## config.mk

```make
export PLATFORM = sky130hd
export DESIGN_NAME = bfa_regs
export DESIGN_NICKNAME = d
export VERILOG_FILES = /design/src/hw/rtl/bitmap_frame_allocator_assert.svh /design/src/hw/rtl/bfa_pkg.sv /design/src/hw/rtl/bfa_regs.sv
export SDC_FILE = /design/constraint.sdc
export NUM_CORES = 1
export LEC_CHECK = 0
export ABC_CLOCK_PERIOD_IN_PS = 1500
export BUFFER_PORTS_ARGS = -buffer_cell sky130_fd_sc_hd__buf_4
export CAP_MARGIN = 5
export CORE_ASPECT_RATIO = 1.5
export CORE_MARGIN = 2
export CORE_UTILIZATION = 40
export CTS_CLUSTER_DIAMETER = 200
export DETAILED_ROUTE_END_ITERATION = 8
export PLACE_DENSITY = 0.88
export SLEW_MARGIN = 20
export SYNTH_ARGS = -nofsm -noshare
export SYNTH_HDL_FRONTEND = slang
export SYNTH_SLANG_ARGS = --single-unit
```

## constraint.sdc

```tcl
create_clock -name clk -period 1.5 [get_ports clk]
set_input_delay 0.075 -clock clk [delete_from_list [all_inputs] [get_ports clk]]
set_output_delay 0.075 -clock clk [all_outputs]
set_load 0.01 [all_outputs]
```

## src/hw/rtl/bitmap_frame_allocator_assert.svh

```systemverilog
// assertion helpers shared by the allocator rtl
`ifndef BITMAP_FRAME_ALLOCATOR_ASSERT_SVH
`define BITMAP_FRAME_ALLOCATOR_ASSERT_SVH

// same-cycle implication, checked outside reset
`define BFA_ASSERT_NOW(lbl, clk, rstn, ante, cons, msg) \
	lbl: assert property (@(posedge clk) disable iff (!(rstn)) (ante) |-> (cons)) \
		else $error(msg);

// next-cycle implication, checked outside reset
`define BFA_ASSERT_NEXT(lbl, clk, rstn, ante, cons, msg) \
	lbl: assert property (@(posedge clk) disable iff (!(rstn)) (ante) |=> (cons)) \
		else $error(msg);

`endif

```

## src/hw/rtl/bfa_pkg.sv

```systemverilog
package bfa_pkg;

	localparam int MAX_FRAMES_DEF  = 65536;
	localparam int FRAME_BYTES_DEF = 4096;

	localparam int KIND_W  = 2;
	localparam int FIDX_W  = 16;
	localparam int BADDR_W = 32;
	localparam int CNT_W   = 17;
	localparam int WORD_W  = 32;
	localparam int BIT_W   = 5;
	localparam int LW_W    = CNT_W - BIT_W;
	localparam int PADDR_W = 3;
	localparam int PDATA_W = 32;
	localparam int REG_IDX_W = PADDR_W - 2;

	localparam logic [REG_IDX_W-1:0] REG_FRAME_COUNT = REG_IDX_W'(0);

	typedef enum logic [KIND_W-1:0] {
		KIND_ALLOC   = 2'd0,
		KIND_FREE    = 2'd1,
		KIND_RESERVE = 2'd2,
		KIND_RELEASE = 2'd3
	} kind_t;

	typedef enum logic [2:0] {
		ST_CLEAR,
		ST_IDLE,
		ST_PREP,
		ST_FREE_WR,
		ST_ALLOC,
		ST_RUN,
		ST_RESP
	} state_t;

	typedef struct packed {
		logic [FIDX_W-1:0] frame;
		logic              found;
	} res_t;

	// index of the lowest set bit, 0 when none
	function automatic logic [BIT_W-1:0] lowest_bit(input logic [WORD_W-1:0] v);
		logic [BIT_W-1:0] idx;
		idx = '0;
		for (int i = WORD_W - 1; i >= 0; i--) begin
			if (v[i]) begin
				idx = BIT_W'(i);
			end
		end
		return idx;
	endfunction

endpackage

```

## src/hw/rtl/bfa_regs.sv

```systemverilog
module bfa_regs #(
	parameter int MAX_FRAMES = bfa_pkg::MAX_FRAMES_DEF
) (
	input  logic                        clk,
	input  logic                        arst_n,
	input  logic                        psel,
	input  logic                        penable,
	input  logic                        pwrite,
	input  logic [bfa_pkg::PADDR_W-1:0] paddr,
	input  logic [bfa_pkg::PDATA_W-1:0] pwdata,
	output logic [bfa_pkg::PDATA_W-1:0] prdata,
	output logic                        pready,
	output logic [bfa_pkg::CNT_W-1:0]   limit
);
	import bfa_pkg::*;

	logic [CNT_W-1:0]     frame_count_q;
	logic [REG_IDX_W-1:0] reg_idx;

	assign reg_idx = paddr[PADDR_W-1:2];
	assign pready  = 1'b1;

	always_ff @(posedge clk or negedge arst_n) begin
		if (!arst_n) begin
			frame_count_q <= '0;
		end else if (psel && penable && pwrite && reg_idx == REG_FRAME_COUNT) begin
			frame_count_q <= pwdata[CNT_W-1:0];
		end
	end

	always_comb begin
		prdata = '0;
		if (reg_idx == REG_FRAME_COUNT) begin
			prdata = PDATA_W'(frame_count_q);
		end
	end

	// search limit saturates at the map size
	assign limit = (32'(frame_count_q) < 32'(MAX_FRAMES)) ? frame_count_q : CNT_W'(MAX_FRAMES);
endmodule

```

Word level (Yosys, flattened, before mapping)
Index checks and enable logic that the tools add are counted.

word-level totals
  word-level logic and storage cells = 8
  bits in registers = 17
  output and inout bits = 50
  bits of input ports = 40

cells by class
  muxes and demuxes = 2
  bitwise operators = 1
  magnitude comparators = 1
  reduce and logical (&&, ||, !) cells = 3

operators with widths
  operator              count
  $mux 17               2
  $lt 17x17->1 const B  1
  $logic_and 1x1->1     3
  $not 1->1             1

Depth between registers and ports, before layout
  word-level depth = 3
  mapped depth = 3
  gate-level depth less buffers = 2

Worst setup path after synthesis
No wires, ideal clock.

  path kind = register to register
  start = reg, netlist name frame_count_q[16]
  end = reg frame_count_q[16]
  cell stages (with the launch flop) = 3
  buffers on the path = 1
  setup time = 0.125 ns
  period minus slack after synthesis = 1.037 ns
  data required time = 1.375 ns
  slack = 0.463 ns
  arrival time = 0.912 ns
  cells stage by stage = dfrtp_1 clkbuf_1 mux2_2

RTL lines
  element                 RTL line        RTL
  end signal: assignment  bfa_regs.sv:27  frame_count_q <= pwdata[CNT_W-1:0];
  end: declaration        bfa_regs.sv:17  logic [CNT_W-1:0] frame_count_q;

Final worst setup path
  start = reg frame_count_q[16]
  end = out prdata[16] in the netlist's numbering

on the way
  longest elaborated chain between the ends = 1

ends and longest elaborated chain
  element           RTL line        RTL
  $mux 17           bfa_regs.sv:33  if (reg_idx == REG_FRAME_COUNT) begin
  end: declaration  bfa_regs.sv:11  output logic [bfa_pkg::PDATA_W-1:0] prdata,

Every way passes these cells.

==> results.toml <==
[routing]
drt-initial-drc-count = 12
first_pass_iters = 4
remaining_drc_errors = 0
wl_per_cell_um = 14.1
viasPerCell = 4.66
ant_nets = 0
vias = 848
drt_wl_total_um = 2560

[worst_setup_path]
startpoint_type = "register"
path_cells = "and2b_1 -> buf_4"
cpPeakStageDelay_ps = 550
endpoint_kind = "primary output"
critPathSlowestCell = "dfrtp_2"
worstSetupPathType = "register to primary output"
ff2ff_path_depth = 1
critical_path_arrival_ps = 1180
timing.rr.start = "frame_count_q[16]$_DFFE_PN0P_"
cp_max_fo = 19
critPathTopFamily = "flip-flops"
cp.buffers_inverters = 1
cp.required_ps = 1420
worstReg2RegEnd = "frame_count_q[16]$_DFFE_PN0P_"
ff2ff_setup_slack_ps = 530

[synthesis]
synth_area_leaders = "dfrtp_1 (41%), nor2b_1 (16%), mux2_4 (14%), buf_4 (12%), mux2_2 (7.5%)"
synthSimpleGateAreaFrac_pct = 22.8
synth_compound_area_share_pct = 0
syn-instance-count = 90
synth_area_mm2 = 0.00105
synthXorXnorAreaFrac_pct = 0
synth.distinct_cells = 10
muxShareOfSynthArea_pct = 21.9
yosysSeqAreaShare_pct = 40.6
synth_top_family_by_area = "simple AND/OR/NAND/NOR gates"
yosys_warnings = 0
synth_seq_cells = 17
synth_top_area_share_pct = 40.6
synth-adder-area-share_pct = 0
syn_area_per_cell_um2 = 11.6
synth_top_area_cell = "dfrtp_1"

[finish]
reg_top3 = "frame_count_q (17)"
stdcell_area_mm2 = 0.00157
finish.utilization_pct = 63.4
fin_nets = 199
n_antenna_cell = 0
top_register = "frame_count_q"
drive_gt1_share_pct = 50.6
largest_register_ffs = 17
layout-area-overhead-vs-synth_pct = 49.9

[clocking]
clock_latency_ps = 280
postCtsSetupBuffers = 0
htree_levels = 1
numCtsBuffers = 3
cts_tree = "done"
cts.sinks = 17
root_buffer = "clkbuf_4"
cts_buffer_depth = 2
clkTransAtPathRegs_ps = 110

[place]
dpl.hpwl_um = 1840
placed_cell_area_mm2 = 0.00141
numPortBuffers = 56
gp_congestion = 0.628

[floorplan]
fp.coreArea_mm2 = 0.00248
ios = 90
die_h_um = 66.7
die_w_um = 45.8
dieArea_mm2 = 0.00305
rows = 22
initial_core_util_pct = 42.3

[pwr]
seq_power_share_pct = 40.7
p_int_mw = 1.10
swShare_pct = 31.7
power_frac_comb_pct = 44.2
clkPwrFrac_pct = 15.1
p_leak_nw = 0.851
power.density_mw_per_mm2 = 1030
ir_drop_mv = 0.654
p_sw_uw = 511

[sta]
setup_violations = 0
fmax_mhz = 795
report.final.hold_viol_count = 0
fin_crit_ps = 1260
period_share_pct = 83.9
tns_ps = 0
rsz0062_at_grt = "no"
hold_slack_ps = 15.7
final_max_slew_viol_count = 0
fin_skew_ps = 0

[global_route]
grt.total_usage_pct = 16.9
grt_max_degree = 20
grt_pass1_wl_um = 3730
antenna_found_initial = 0
grt_pass1_vias = 811
overflow = 0

[min_path]
whs_endpoint = "frame_count_q[7]$_DFFE_PN0P_"
min_from = "pwdata[7]"
hold_path.class = "input port to register"
holdPathStages = 2

[job]
max_cap_viol_count = 0

[outcome]
status = "finished clean"
==> power by group through the flow <==
| stage | clock network [mW] | registers [mW] | logic [mW] |
|---|---|---|---|
| after floorplan | 0 | 0.620 | 0.414 |
| after global placement | 0 | 0.653 | 0.672 |
| after detailed placement | 0 | 0.666 | 0.690 |
| after CTS | 0.256 | 0.656 | 0.697 |
| after global routing | 0.289 | 0.676 | 0.763 |
| final | 0.243 | 0.657 | 0.714 |
==> logic make-up after synthesis <==
kind of cell  Yosys count
flops                  17
other cells             2
simple gates           34
buf+inv                20
mux                    17
==> synthesized netlist by cell type, drive strengths merged <==
master	number
nor2b	26
nand4b	1
and2b	7
clkbuf	2
conb	2
mux2	17
buf	18
dfrtp	17
==> worst max-delay path by stage <==
stage / startpoint / to / slack (ps) / depth (start not counted)
after global placement: paddr[2] / frame_count_q[12]$_DFFE_PN0P_ / 360 / 3
final: frame_count_q[16]$_DFFE_PN0P_ / prdata[16] / 240 / 2
after CTS: frame_count_q[16]$_DFFE_PN0P_ / prdata[16] / 50 / 2
after detailed placement: paddr[2] / frame_count_q[12]$_DFFE_PN0P_ / 340 / 3
after global routing: frame_count_q[16]$_DFFE_PN0P_ / prdata[16] / 170 / 2
after floorplan: frame_count_q[16]$_DFFE_PN0P_ / frame_count_q[16]$_DFFE_PN0P_ / 460 / 2
==> layout by cell type (no fill, tap or decap) <==
cell	netlist	layout
mux2_4	10	10
dfrtp_1	17	16
buf_4	17	57
nor2b_1	26	26
nand4b_4	1	1
dlygate4sd3_1	0	13
conb_1	2	16
clkinv_2	0	1
dfrtp_2	0	1
and2b_1	7	7
mux2_2	7	7
clkbuf_4	0	3
==> what timing repair did <==
item                                   4_1_cts  5_1_grt
endpoints found under the hold margin       18       11
resized for setup                            0        1
hold buffers                                 2       11
setup endpoints to repair                    0        2
==> routing by layer <==
metal / up-vias / track usage, % / part of all wire [%]
met2: 42 / 30.6 / 60
met5: - / 0 / 0
li1: 391 / - / -
met3: 4 / 3.79 / 7.0
met1: 411 / 17.3 / 32
met4: 0 / 7.86 / 1.6
==> metrics by stage <==
step	cells	total power [mW]	worst slack, ps
floorplan	104	1.03	463
global placement	165	1.32	358
detailed placement	165	1.36	344
CTS	171	1.61	50.8
global route	182	1.73	171
finish	182	1.61	242
==> final cells by class <==
cell class,instances,area (um^2)
Clock buffer,3,22.5
Timing Repair Buffer,70,558
Fill cell,209,907
Sequential cell,17,427
Tap cell,24,30.0
Multi-Input combinational cell,67,528
Clock inverter,1,5.00
Power figures use the tool's default switching activity.
